**config.mk**
```make
export PLATFORM = sky130hd
export DESIGN_NAME = level_and_fault_display_sequencer_flat
export DESIGN_NICKNAME = d
export VERILOG_FILES = /design/src/hdl/lfds_pkg.sv /design/src/hdl/lfds_in_if.sv /design/src/hdl/lfds_out_if.sv /design/src/hdl/level_and_fault_display_sequencer.sv /design/src/flat_wrapper.sv
export SDC_FILE = /design/constraint.sdc
export NUM_CORES = 1
export LEC_CHECK = 0
export BUFFER_PORTS_ARGS = -buffer_cell sky130_fd_sc_hd__buf_2
export CORE_MARGIN = 2
export CORE_UTILIZATION = 65
export CTS_CLUSTER_DIAMETER = 200
export DETAILED_ROUTE_END_ITERATION = 8
export PLACE_DENSITY = 0.93
export SETUP_SLACK_MARGIN = 0.2
export SLEW_MARGIN = 20
export SYNTH_ARGS = -nofsm -noshare
export SYNTH_HDL_FRONTEND = slang
export SYNTH_SLANG_ARGS = --single-unit
```
**constraint.sdc**
```tcl
create_clock -name clk -period 16.2 [get_ports clk]
set_input_delay 0.81 -clock clk [delete_from_list [all_inputs] [get_ports clk]]
set_output_delay 0.81 -clock clk [all_outputs]
set_load 0.02 [all_outputs]
```
**src/hdl/lfds_pkg.sv**
```systemverilog
`timescale 1ns / 1ps
// ----------------------------------------------------------------------------
// lfds_pkg: shared types, constants and functions of the display sequencer
// Holds the segment patterns, the phase type, the register map and the
// decimal digit helpers used by the sequencer and its channel interfaces.
// ----------------------------------------------------------------------------
package lfds_pkg;

  // Widths of the channel fields.
  localparam int unsigned CMD_W   = 1;
  localparam int unsigned TIME_W  = 32;
  localparam int unsigned LEVEL_W = 7;
  localparam int unsigned CODE_W  = 8;
  localparam int unsigned SEG_W   = 7;
  localparam int unsigned BAR_W   = 10;
  localparam int unsigned IVL_W   = 16;

  localparam int unsigned QUEUE_DEPTH_DEF = 4;

  // Command codes of an input word.
  localparam logic [CMD_W-1:0] CMD_REFRESH = 1'b0;
  localparam logic [CMD_W-1:0] CMD_PUSH    = 1'b1;

  // Register map of the configuration port.
  localparam int unsigned        PADDR_W    = 3;
  localparam int unsigned        PDATA_W    = 32;
  localparam logic [PADDR_W-1:0] ADDR_LONG  = 3'd0;
  localparam logic [PADDR_W-1:0] ADDR_SHORT = 3'd4;

  localparam logic [IVL_W-1:0] LONG_RESET  = 16'd500;
  localparam logic [IVL_W-1:0] SHORT_RESET = 16'd100;

  localparam logic [LEVEL_W-1:0] LEVEL_FULL = 7'd100;

  // Segment patterns, bit 0 is segment A.
  localparam logic [SEG_W-1:0] SEG_BLANK = 7'b0000000;
  localparam logic [SEG_W-1:0] SEG_P     = 7'b1110011;
  localparam logic [SEG_W-1:0] SEG_F     = 7'b1110001;

  localparam logic [SEG_W-1:0] DIGIT_SEG [10] = '{
    7'b0111111, 7'b0000110, 7'b1011011, 7'b1001111, 7'b1100110,
    7'b1101101, 7'b1111101, 7'b0000111, 7'b1111111, 7'b1101111
  };

  // Phase of the digit sequence.
  typedef enum logic [1:0] {
    PH_LEAD   = 2'd0,
    PH_DIGITS = 2'd1,
    PH_BLANK  = 2'd2
  } phase_t;

  // Quotient by ten for values below 256, by reciprocal multiply.
  function automatic logic [4:0] div10(input logic [7:0] v);
    logic [15:0] p;
    p = 16'(v) * 16'd205;
    return p[15:11];
  endfunction

  // Segment pattern of one decimal digit of v: pos 0 ones, 1 tens, 2 and up
  // hundreds.
  function automatic logic [SEG_W-1:0] digit_of(input logic [7:0] v,
                                               input logic [1:0] pos);
    logic [4:0]  q10;
    logic [7:0]  ones;
    logic [12:0] p2;
    logic [1:0]  qq;
    logic [4:0]  tens;
    logic [13:0] p3;
    logic [1:0]  hund;
    logic [3:0]  d;
    q10  = div10(v);
    ones = v - 8'(q10) * 8'd10;
    p2   = 13'(q10) * 13'd205;
    qq   = p2[12:11];
    tens = q10 - 5'(qq) * 5'd10;
    p3   = 14'(v) * 14'd41;
    hund = p3[13:12];
    if (pos >= 2'd2) begin
      d = 4'(hund);
    end else if (pos == 2'd1) begin
      d = tens[3:0];
    end else begin
      d = ones[3:0];
    end
    return DIGIT_SEG[d];
  endfunction

endpackage

```
**src/hdl/lfds_in_if.sv**
```systemverilog
`timescale 1ns / 1ps
// ----------------------------------------------------------------------------
// lfds_in_if: input channel of the display sequencer
// Carries one command word per handshake: refresh or fault code push.
// ----------------------------------------------------------------------------
interface lfds_in_if;
  logic                         valid;
  logic                         ready;
  logic [lfds_pkg::CMD_W-1:0]   cmd;
  logic [lfds_pkg::TIME_W-1:0]  now_ms;
  logic [lfds_pkg::LEVEL_W-1:0] level_percent;
  logic [lfds_pkg::CODE_W-1:0]  fault_code;

  modport source (output valid, cmd, now_ms, level_percent, fault_code,
                  input ready);
  modport sink   (input valid, cmd, now_ms, level_percent, fault_code,
                  output ready);
endinterface

```
**src/hdl/lfds_out_if.sv**
```systemverilog
`timescale 1ns / 1ps
// ----------------------------------------------------------------------------
// lfds_out_if: result channel of the display sequencer
// Carries one display word per handshake: digit, bargraph and fault flag.
// ----------------------------------------------------------------------------
interface lfds_out_if;
  logic                       valid;
  logic                       ready;
  logic [lfds_pkg::SEG_W-1:0] segments;
  logic [lfds_pkg::BAR_W-1:0] bargraph;
  logic                       showing_fault;

  modport source (output valid, segments, bargraph, showing_fault,
                  input ready);
  modport sink   (input valid, segments, bargraph, showing_fault,
                  output ready);
endinterface

```
**src/hdl/level_and_fault_display_sequencer.sv**
```systemverilog
`timescale 1ns / 1ps
// ----------------------------------------------------------------------------
// level_and_fault_display_sequencer: seven-segment and bargraph sequencer
// Sequences a level readout or queued fault codes onto one digit and
// drives a ten-LED bargraph from timed refresh words.
// ----------------------------------------------------------------------------
// The block takes one input word per clock cycle unless stalled and returns
// one display word for every refresh word; push words return nothing. A
// word is first captured in an input register; when it retires from there,
// its whole effect on the sequencer state (interval check, phase step,
// fault queue shift) is computed and written back at once, so the next word
// always sees the updated state. The result lands in an output register
// that holds while the sink stalls; the input side keeps accepting push
// words while no refresh word waits in the input register, and a waiting
// refresh word retires as soon as the output register frees up. No
// clearing pass is needed after reset; the block is ready as soon as rst_n
// rises. The two interval registers sit at byte addresses 0 (long interval)
// and 4 (short interval) and should be written only while the block is idle.
module level_and_fault_display_sequencer #(
  parameter int unsigned QUEUE_DEPTH = lfds_pkg::QUEUE_DEPTH_DEF
) (
  input  logic                          clk,
  input  logic                          rst_n,
  lfds_in_if.sink                       in_ch,
  lfds_out_if.source                    out_ch,
  input  logic                          psel,
  input  logic                          penable,
  input  logic                          pwrite,
  input  logic [lfds_pkg::PADDR_W-1:0]  paddr,
  input  logic [lfds_pkg::PDATA_W-1:0]  pwdata,
  output logic [lfds_pkg::PDATA_W-1:0]  prdata,
  output logic                          pready
);

  // Configuration registers.
  logic [lfds_pkg::IVL_W-1:0] long_ivl_r;
  logic [lfds_pkg::IVL_W-1:0] short_ivl_r;
  logic                       cfg_write;

  // Input register stage.
  logic                         s1_valid_r;
  logic [lfds_pkg::CMD_W-1:0]   s1_cmd_r;
  logic [lfds_pkg::TIME_W-1:0]  s1_now_r;
  logic [lfds_pkg::LEVEL_W-1:0] s1_level_r;
  logic [lfds_pkg::CODE_W-1:0]  s1_code_r;

  // Sequencer state.
  logic                         fault_mode_r, fault_mode_nxt;
  lfds_pkg::phase_t             phase_r, phase_nxt;
  logic                         flick_pend_r, flick_pend_nxt;
  logic                         flick_shown_r, flick_shown_nxt;
  logic [1:0]                   digit_pos_r, digit_pos_nxt;
  logic [lfds_pkg::LEVEL_W-1:0] held_level_r, held_level_nxt;
  logic [lfds_pkg::CODE_W-1:0]  queue_r   [QUEUE_DEPTH];
  logic [lfds_pkg::CODE_W-1:0]  queue_nxt [QUEUE_DEPTH];
  logic [lfds_pkg::TIME_W-1:0]  last_upd_r, last_upd_nxt;
  logic                         upd_seen_r, upd_seen_nxt;
  logic [lfds_pkg::SEG_W-1:0]   held_seg_r, held_seg_nxt;

  // Output register.
  logic                       out_valid_r;
  logic [lfds_pkg::SEG_W-1:0] out_seg_r;
  logic [lfds_pkg::BAR_W-1:0] out_bar_r;
  logic                       out_fault_r;

  // Step control.
  logic                         s1_is_push;
  logic                         slot_free;
  logic                         s1_go;
  logic                         push_go;
  logic                         refresh_go;
  logic [lfds_pkg::LEVEL_W-1:0] level_c;
  logic [lfds_pkg::TIME_W-1:0]  elapsed;
  logic [lfds_pkg::IVL_W-1:0]   limit;
  logic                         do_update;
  logic                         entering;
  logic                         fm_e;
  lfds_pkg::phase_t             ph_e;
  logic                         fp_e;
  logic [lfds_pkg::CODE_W-1:0]  digit_src;
  logic [lfds_pkg::SEG_W-1:0]   seg_adv;
  logic [4:0]                   level_tens;
  logic [lfds_pkg::BAR_W-1:0]   bar_c;

  // --------------------------------------------------------------------------
  // Configuration port. Writes complete in the access phase; pready is tied
  // high so every transfer finishes without wait states.
  // --------------------------------------------------------------------------
  assign pready    = 1'b1;
  assign cfg_write = psel && penable && pwrite;

  always_ff @(posedge clk) begin
    if (!rst_n) begin
      long_ivl_r  <= lfds_pkg::LONG_RESET;
      short_ivl_r <= lfds_pkg::SHORT_RESET;
    end else if (cfg_write) begin
      if (paddr == lfds_pkg::ADDR_LONG) begin
        long_ivl_r <= pwdata[lfds_pkg::IVL_W-1:0];
      end else if (paddr == lfds_pkg::ADDR_SHORT) begin
        short_ivl_r <= pwdata[lfds_pkg::IVL_W-1:0];
      end
    end
  end

  always_comb begin
    if (paddr == lfds_pkg::ADDR_LONG) begin
      prdata = lfds_pkg::PDATA_W'(long_ivl_r);
    end else if (paddr == lfds_pkg::ADDR_SHORT) begin
      prdata = lfds_pkg::PDATA_W'(short_ivl_r);
    end else begin
      prdata = '0;
    end
  end

  // --------------------------------------------------------------------------
  // Flow control. A push word always retires from the input register; a
  // refresh word retires only when the output register can take its result.
  // --------------------------------------------------------------------------
  assign s1_is_push  = (s1_cmd_r == lfds_pkg::CMD_PUSH);
  assign slot_free   = !out_valid_r || out_ch.ready;
  assign s1_go       = s1_valid_r && (s1_is_push || slot_free);
  assign push_go     = s1_go && s1_is_push;
  assign refresh_go  = s1_go && !s1_is_push;
  assign in_ch.ready = !s1_valid_r || s1_go;

  always_ff @(posedge clk) begin
    if (!rst_n) begin
      s1_valid_r <= 1'b0;
    end else if (in_ch.ready) begin
      s1_valid_r <= in_ch.valid;
    end
  end

  always_ff @(posedge clk) begin
    if (in_ch.valid && in_ch.ready) begin
      s1_cmd_r   <= in_ch.cmd;
      s1_now_r   <= in_ch.now_ms;
      s1_level_r <= in_ch.level_percent;
      s1_code_r  <= in_ch.fault_code;
    end
  end

  // --------------------------------------------------------------------------
  // Interval check. The digit advances on the first refresh ever, or once
  // the elapsed time (modulo 2^32) reaches the short interval after a
  // flicker blank and the long interval otherwise.
  // --------------------------------------------------------------------------
  assign level_c = (s1_level_r > lfds_pkg::LEVEL_FULL) ? lfds_pkg::LEVEL_FULL
                                                       : s1_level_r;
  assign elapsed = s1_now_r - last_upd_r;
  assign limit   = flick_shown_r ? short_ivl_r : long_ivl_r;
  assign do_update = refresh_go &&
                     (!upd_seen_r || (elapsed >= lfds_pkg::TIME_W'(limit)));

  // A waiting fault code takes over the digit whenever the level sequence
  // is running; the step below then starts from the fault lead character.
  assign entering = !fault_mode_r && (queue_r[0] != '0);
  assign fm_e     = fault_mode_r || entering;
  assign ph_e     = entering ? lfds_pkg::PH_LEAD : phase_r;
  assign fp_e     = entering ? 1'b0 : flick_pend_r;
  assign digit_src = fm_e ? queue_r[0] : lfds_pkg::CODE_W'(held_level_r);

  // --------------------------------------------------------------------------
  // Next state of the sequencer and the fault queue.
  // --------------------------------------------------------------------------
  always_comb begin
    fault_mode_nxt  = fault_mode_r;
    phase_nxt       = phase_r;
    flick_pend_nxt  = flick_pend_r;
    flick_shown_nxt = flick_shown_r;
    digit_pos_nxt   = digit_pos_r;
    held_level_nxt  = held_level_r;
    last_upd_nxt    = last_upd_r;
    upd_seen_nxt    = upd_seen_r;
    queue_nxt       = queue_r;

    if (push_go) begin
      for (int i = QUEUE_DEPTH - 1; i > 0; i--) begin
        queue_nxt[i] = queue_r[i-1];
      end
      queue_nxt[0] = s1_code_r;
    end

    if (do_update) begin
      last_upd_nxt    = s1_now_r;
      upd_seen_nxt    = 1'b1;
      flick_shown_nxt = 1'b0;
      fault_mode_nxt  = fm_e;
      phase_nxt       = ph_e;
      flick_pend_nxt  = fp_e;
      unique case (ph_e)
        lfds_pkg::PH_LEAD: begin
          digit_pos_nxt = fm_e ? 2'd1 : 2'd2;
          if (!fm_e) begin
            held_level_nxt = level_c;
          end
          phase_nxt      = lfds_pkg::PH_DIGITS;
          flick_pend_nxt = 1'b1;
        end
        lfds_pkg::PH_DIGITS: begin
          if (fp_e) begin
            flick_pend_nxt  = 1'b0;
            flick_shown_nxt = 1'b1;
          end else begin
            flick_pend_nxt = 1'b1;
            if (digit_pos_r == 2'd0) begin
              // Last digit of the sequence: a fault code leaves the queue.
              if (fm_e) begin
                for (int i = 0; i < QUEUE_DEPTH - 1; i++) begin
                  queue_nxt[i] = queue_r[i+1];
                end
                queue_nxt[QUEUE_DEPTH-1] = '0;
              end
              phase_nxt      = lfds_pkg::PH_BLANK;
              flick_pend_nxt = 1'b0;
            end else begin
              digit_pos_nxt = digit_pos_r - 2'd1;
            end
          end
        end
        default: begin
          // Long blank; the unused phase code behaves the same way.
          fault_mode_nxt = 1'b0;
          phase_nxt      = lfds_pkg::PH_LEAD;
          flick_pend_nxt = 1'b0;
        end
      endcase
    end
  end

  // --------------------------------------------------------------------------
  // Character shown by this step of the sequence.
  // --------------------------------------------------------------------------
  always_comb begin
    unique case (ph_e)
      lfds_pkg::PH_LEAD: begin
        seg_adv = fm_e ? lfds_pkg::SEG_F : lfds_pkg::SEG_P;
      end
      lfds_pkg::PH_DIGITS: begin
        seg_adv = fp_e ? lfds_pkg::SEG_BLANK
                       : lfds_pkg::digit_of(digit_src, digit_pos_r);
      end
      default: begin
        seg_adv = lfds_pkg::SEG_BLANK;
      end
    endcase
  end

  assign held_seg_nxt = do_update ? seg_adv : held_seg_r;

  // Bargraph: one LED per started ten percent, all ten at full level.
  assign level_tens = lfds_pkg::div10(lfds_pkg::CODE_W'(level_c));

  always_comb begin
    for (int i = 0; i < lfds_pkg::BAR_W; i++) begin
      bar_c[i] = (5'(i) <= level_tens);
    end
  end

  always_ff @(posedge clk) begin
    if (!rst_n) begin
      fault_mode_r  <= 1'b0;
      phase_r       <= lfds_pkg::PH_LEAD;
      flick_pend_r  <= 1'b0;
      flick_shown_r <= 1'b0;
      digit_pos_r   <= 2'd0;
      held_level_r  <= '0;
      last_upd_r    <= '0;
      upd_seen_r    <= 1'b0;
      held_seg_r    <= lfds_pkg::SEG_BLANK;
      for (int i = 0; i < QUEUE_DEPTH; i++) begin
        queue_r[i] <= '0;
      end
    end else begin
      fault_mode_r  <= fault_mode_nxt;
      phase_r       <= phase_nxt;
      flick_pend_r  <= flick_pend_nxt;
      flick_shown_r <= flick_shown_nxt;
      digit_pos_r   <= digit_pos_nxt;
      held_level_r  <= held_level_nxt;
      last_upd_r    <= last_upd_nxt;
      upd_seen_r    <= upd_seen_nxt;
      held_seg_r    <= held_seg_nxt;
      queue_r       <= queue_nxt;
    end
  end

  // --------------------------------------------------------------------------
  // Output register. It is loaded by every refresh word that retires and
  // holds its word until the sink takes it.
  // --------------------------------------------------------------------------
  always_ff @(posedge clk) begin
    if (!rst_n) begin
      out_valid_r <= 1'b0;
    end else if (refresh_go) begin
      out_valid_r <= 1'b1;
    end else if (out_ch.ready) begin
      out_valid_r <= 1'b0;
    end
  end

  always_ff @(posedge clk) begin
    if (refresh_go) begin
      out_seg_r   <= held_seg_nxt;
      out_bar_r   <= bar_c;
      out_fault_r <= fault_mode_nxt;
    end
  end

  assign out_ch.valid         = out_valid_r;
  assign out_ch.segments      = out_seg_r;
  assign out_ch.bargraph      = out_bar_r;
  assign out_ch.showing_fault = out_fault_r;

endmodule

```
**src/flat_wrapper.sv**
```systemverilog
// flat-port wrapper written by rule: the top's interface ports become plain ports
module level_and_fault_display_sequencer_flat 
#(
  parameter int unsigned QUEUE_DEPTH = lfds_pkg::QUEUE_DEPTH_DEF
)
  (clk, rst_n, psel, penable, pwrite, paddr, pwdata, prdata, pready, in_ch_valid, in_ch_cmd, in_ch_now_ms, in_ch_level_percent, in_ch_fault_code, in_ch_ready, out_ch_valid, out_ch_segments, out_ch_bargraph, out_ch_showing_fault, out_ch_ready);
  lfds_in_if in_ch_i ();
  lfds_out_if out_ch_i ();
  input  logic clk;
  input  logic rst_n;
  input  logic psel;
  input  logic penable;
  input  logic pwrite;
  input  logic [lfds_pkg::PADDR_W-1:0] paddr;
  input  logic [lfds_pkg::PDATA_W-1:0] pwdata;
  output logic [lfds_pkg::PDATA_W-1:0] prdata;
  output logic pready;
  input wire logic [$bits(in_ch_i.valid)-1:0] in_ch_valid;
  input wire logic [$bits(in_ch_i.cmd)-1:0] in_ch_cmd;
  input wire logic [$bits(in_ch_i.now_ms)-1:0] in_ch_now_ms;
  input wire logic [$bits(in_ch_i.level_percent)-1:0] in_ch_level_percent;
  input wire logic [$bits(in_ch_i.fault_code)-1:0] in_ch_fault_code;
  output wire logic [$bits(in_ch_i.ready)-1:0] in_ch_ready;
  output wire logic [$bits(out_ch_i.valid)-1:0] out_ch_valid;
  output wire logic [$bits(out_ch_i.segments)-1:0] out_ch_segments;
  output wire logic [$bits(out_ch_i.bargraph)-1:0] out_ch_bargraph;
  output wire logic [$bits(out_ch_i.showing_fault)-1:0] out_ch_showing_fault;
  input wire logic [$bits(out_ch_i.ready)-1:0] out_ch_ready;
  assign in_ch_i.valid = in_ch_valid;
  assign in_ch_i.cmd = in_ch_cmd;
  assign in_ch_i.now_ms = in_ch_now_ms;
  assign in_ch_i.level_percent = in_ch_level_percent;
  assign in_ch_i.fault_code = in_ch_fault_code;
  assign in_ch_ready = in_ch_i.ready;
  assign out_ch_valid = out_ch_i.valid;
  assign out_ch_segments = out_ch_i.segments;
  assign out_ch_bargraph = out_ch_i.bargraph;
  assign out_ch_showing_fault = out_ch_i.showing_fault;
  assign out_ch_i.ready = out_ch_ready;
  level_and_fault_display_sequencer #(.QUEUE_DEPTH(QUEUE_DEPTH)) u_core (.clk(clk), .rst_n(rst_n), .in_ch(in_ch_i), .out_ch(out_ch_i), .psel(psel), .penable(penable), .pwrite(pwrite), .paddr(paddr), .pwdata(pwdata), .prdata(prdata), .pready(pready));
endmodule
```
==> impl_metrics.ini <==
[global_routing]
grt_antenna_before_repair = 3
grt_pass1_wl_um = 51100
grt_pass1_vias = 10900
grt_overflow = 0
track_usage_pct = 28.8
grt_start_max_net_pins = 68

[critical_path]
r2r_slack_ps = 5900
reg2reg_from = u_core.queue_r[31]
crit_type = reg -> reg
worstPathRequired_ps = 16390
cp_max_fo = 10
cp.arrival_ps = 10490
crit_slowest_cell = or4_4
timing.reg2reg.worst_path_depth = 39
start_kind = register
cpPeakStageDelay_ps = 590
critPathCaptureType = register
r2r-end = u_core.out_ch.segments[4]

[clock_tree]
insertion_delay_ps = 450
post_cts_resized = 0
htreeDepth = 4
cts-buffers-inserted = 17
ctsLongestPathBuffers = 2
root_buffer = clkbuf_16
cts_sinks = 185
cts_setup_buffers = 0
clk_pin_slew_ps = 80
hold_buffers = 0
cts_tree = yes

[timing]
finalHoldViolCount = 0
relSlewSlack_pct = 35.5
worst_slack_ps = 5900
tightest_slew_ps = 965
fin_tns_setup_ps = 0
rsz0062_at_grt = false
fin_crit_sh_pct = 63.6
slew_viol_final = 0
finalSetupViolations = 0
skew_ps = 11.9
post-route-min-period_ps = 10300
fmax_mhz = 97.1

[power_and_ir_drop]
p_switching_uw = 402
switching_share_pct = 32.7
pwr-share-clk_pct = 32.9
seq_power_share_pct = 41.5
powerDensity_mw_per_mm2 = 84.9
finalPower_uw = 1230
leakage_uw = 0.00654
combinationalPowerShare_pct = 25.7
p_int_uw = 828
ir_drop_mv = 0.0856

[yosys]
synth-simple-area-share_pct = 13.2
synthAdderAreaFrac_pct = 20.4
ys_ff_latch = 185
synth-seq-area-share_pct = 32.6
synth_top_area_cell = dfxtp_1
muxShareOfSynthArea_pct = 4.53
ys_types = 88
async_reset_ff_share_pct = 0
ys_top_cells_by_area = dfxtp_1 (18%), ha_1 (17%), edfxtp_1 (15%)
synth_commonest_cells = ha_1 (183), nand2_1 (127), a21oi_1 (126)
synth_top_family_by_area = adder cells
postSynthCellCount = 1449
yosys_warnings = 0
synth_area_per_cell_um2 = 9.22
synth_top_area_share_pct = 18.0
synth_edf_count = 65
synth_most_common_cell = ha_1
ys_dominant_reg_cell = dfxtp_1
synth-xor-area-share_pct = 3.51
syn-cell-area_mm2 = 0.0134
synth_compound_area_share_pct = 18.9

[floorplan]
coreArea_mm2 = 0.0202
initial_core_util_pct = 66.2
die_w_um = 147
die-area_mm2 = 0.0217
io_pins = 143
die_h_um = 147
rows = 52

[placed_design]
dp.cells = 1765
dpl.hpwl_um = 22100
gp_congestion = 0.907
post_dp_cell_area_mm2 = 0.0139
place_worst_setup_slack_ps = 6000
numPortBuffers = 108

[route]
vias = 11300
drt.antenna.violating_nets = 0
first_pass_iters = 8
drt-total-wl_um = 31600
avgRoutedWirePerCell_um = 17.5
post_drt_via_cell_ratio = 6.27
drt-initial-drc-count = 1109
drc = 0

[cells_and_area]
layout-drive-gt1-share_pct = 12.9
final_nets = 1809
fillerInstances = 1430
stdcell_count = 1801
design_area_mm2 = 0.0145
syn_to_final_growth_pct = 8.54

[hold_path]
min_to = u_core.short_ivl_r[7]
holdCritStartpoint = u_core.short_ivl_r[7]
holdPathStages = 2
hp-class = reg -> reg

[flow_run]
maxCapViolCount = 0

[outcome]
outcome = completed
metrics by stage:
stage	hold slack [ps]	util, %
after floorplan	432	-
after global placement	442	69.0
after detailed placement	463	69.0
after CTS	472	71.8
after global routing	495	71.9
final	471	71.9
layout make-up:
| type | instances | area (um2) | share of cell area [%] |
|---|---|---|---|
| well taps | 270 | 338 | 2.33 |
| multi-input cells | 1078 | 8190 | 56.5 |
| diodes | 4 | 10.0 | 0.0690 |
| clock inverters | 15 | 138 | 0.949 |
| inverters | 113 | 424 | 2.93 |
| repair buffers | 119 | 623 | 4.30 |
| flip-flops and latches | 185 | 4350 | 30.0 |
| clock buffers | 17 | 425 | 2.93 |
worst max-delay path: cells and delay by family (launching register included):
kind	cells	cell delay [ps]
flops	1	470
xor+xnor	4	890
simple gates	5	1300
buf+inv	6	540
compound gates	13	3040
fa+ha+maj	10	3540
mux	1	240
logic make-up after synthesis:
group | count (synthesis)
XOR/XNOR | 52
multiplexers | 60
other | 2
adder cells (fa/ha/maj) | 205
flip-flops | 185
AO/OA/AOI/OAI | 383
AND/OR/NAND/NOR | 360
buffers and inverters | 202
cell usage in the layout (no fill, tap or decap), types with 5 or more instances in the layout:
master,netlist,final
o311a_1,26,26
nand2b_1,8,7
a211oi_1,6,6
ha_1,183,183
o21a_1,12,12
and2_1,9,9
xnor2_1,34,34
o21ai_1,46,46
fa_1,22,22
nor2_1,54,54
or2_2,6,6
a21oi_1,126,126
and3_1,7,7
a21oi_2,5,5
conb_1,2,18
o21ai_0,49,49
o21bai_1,6,6
a31oi_1,13,13
dfxtp_1,120,120
xor2_1,17,17
a21o_1,15,15
nor3_1,26,25
buf_2,11,108
inv_1,111,111
nand4_1,19,19
o211ai_1,6,6
nand3_1,62,62
o31ai_1,8,8
mux2i_1,56,56
edfxtp_1,65,65
nor3_2,6,7
nor2b_1,9,8
nand2_1,127,127
clkbuf_16,0,17
buf_4,20,11
a22o_1,17,17
state kept, by name, summed over array words and instances (netlist names):
| signal | count |
|---|---|
| u_core.s1_level_r | 7 |
| u_core.last_upd_r | 32 |
| u_core.digit_pos_r | 2 |
| u_core.fault_mode_r | 1 |
| u_core.flick_shown_r | 1 |
| u_core.queue_r | 32 |
| u_core.out_ch.showing_fault | 1 |
| u_core.out_ch.bargraph | 9 |
| u_core.upd_seen_r | 1 |
| u_core.flick_pend_r | 1 |
| u_core.phase_r | 2 |
| u_core.held_level_r | 7 |
| u_core.long_ivl_r | 16 |
| u_core.s1_cmd_r | 1 |
| u_core.out_ch.valid | 1 |
| u_core.s1_code_r | 8 |
| u_core.held_seg_r | 7 |
| u_core.short_ivl_r | 16 |
| u_core.s1_valid_r | 1 |
| u_core.out_ch.segments | 7 |
| u_core.s1_now_r | 32 |
per-layer routing:
layer  routed length [um]  global-route usage, %  vias up
li1                     -                      -     5350
met5                    0                      0        -
met1                12600                   34.2     5320
met2                15700                   51.4      508
met4                 1160                   12.9        0
met3                 2090                   4.72      113
power groups by stage:
stage | combinational, uW | clock [uW] | sequential (uW)
after floorplan | 235 | 0 | 519
after global placement | 290 | 0 | 519
after detailed placement | 305 | 0 | 520
after CTS | 310 | 404 | 510
after global routing | 355 | 425 | 511
final | 316 | 404 | 510
worst max-delay path by stage:
| stage | from | endpoint | slack, ps | cells past startpoint |
|---|---|---|---|---|
| finish | u_core.queue_r[31] | u_core.out_ch.segments[4] | 5900 | 39 |
| detailed placement | u_core.queue_r[31] | u_core.out_ch.segments[4] | 6000 | 39 |
| floorplan | u_core.queue_r[29] | u_core.out_ch.segments[4] | 7330 | 39 |
| CTS | u_core.queue_r[31] | u_core.out_ch.segments[4] | 5960 | 39 |
| global placement | u_core.queue_r[31] | u_core.out_ch.segments[4] | 6330 | 39 |
| global route | u_core.queue_r[31] | u_core.out_ch.segments[4] | 5260 | 39 |
No activity file was read; power rests on OpenSTA's default activity.
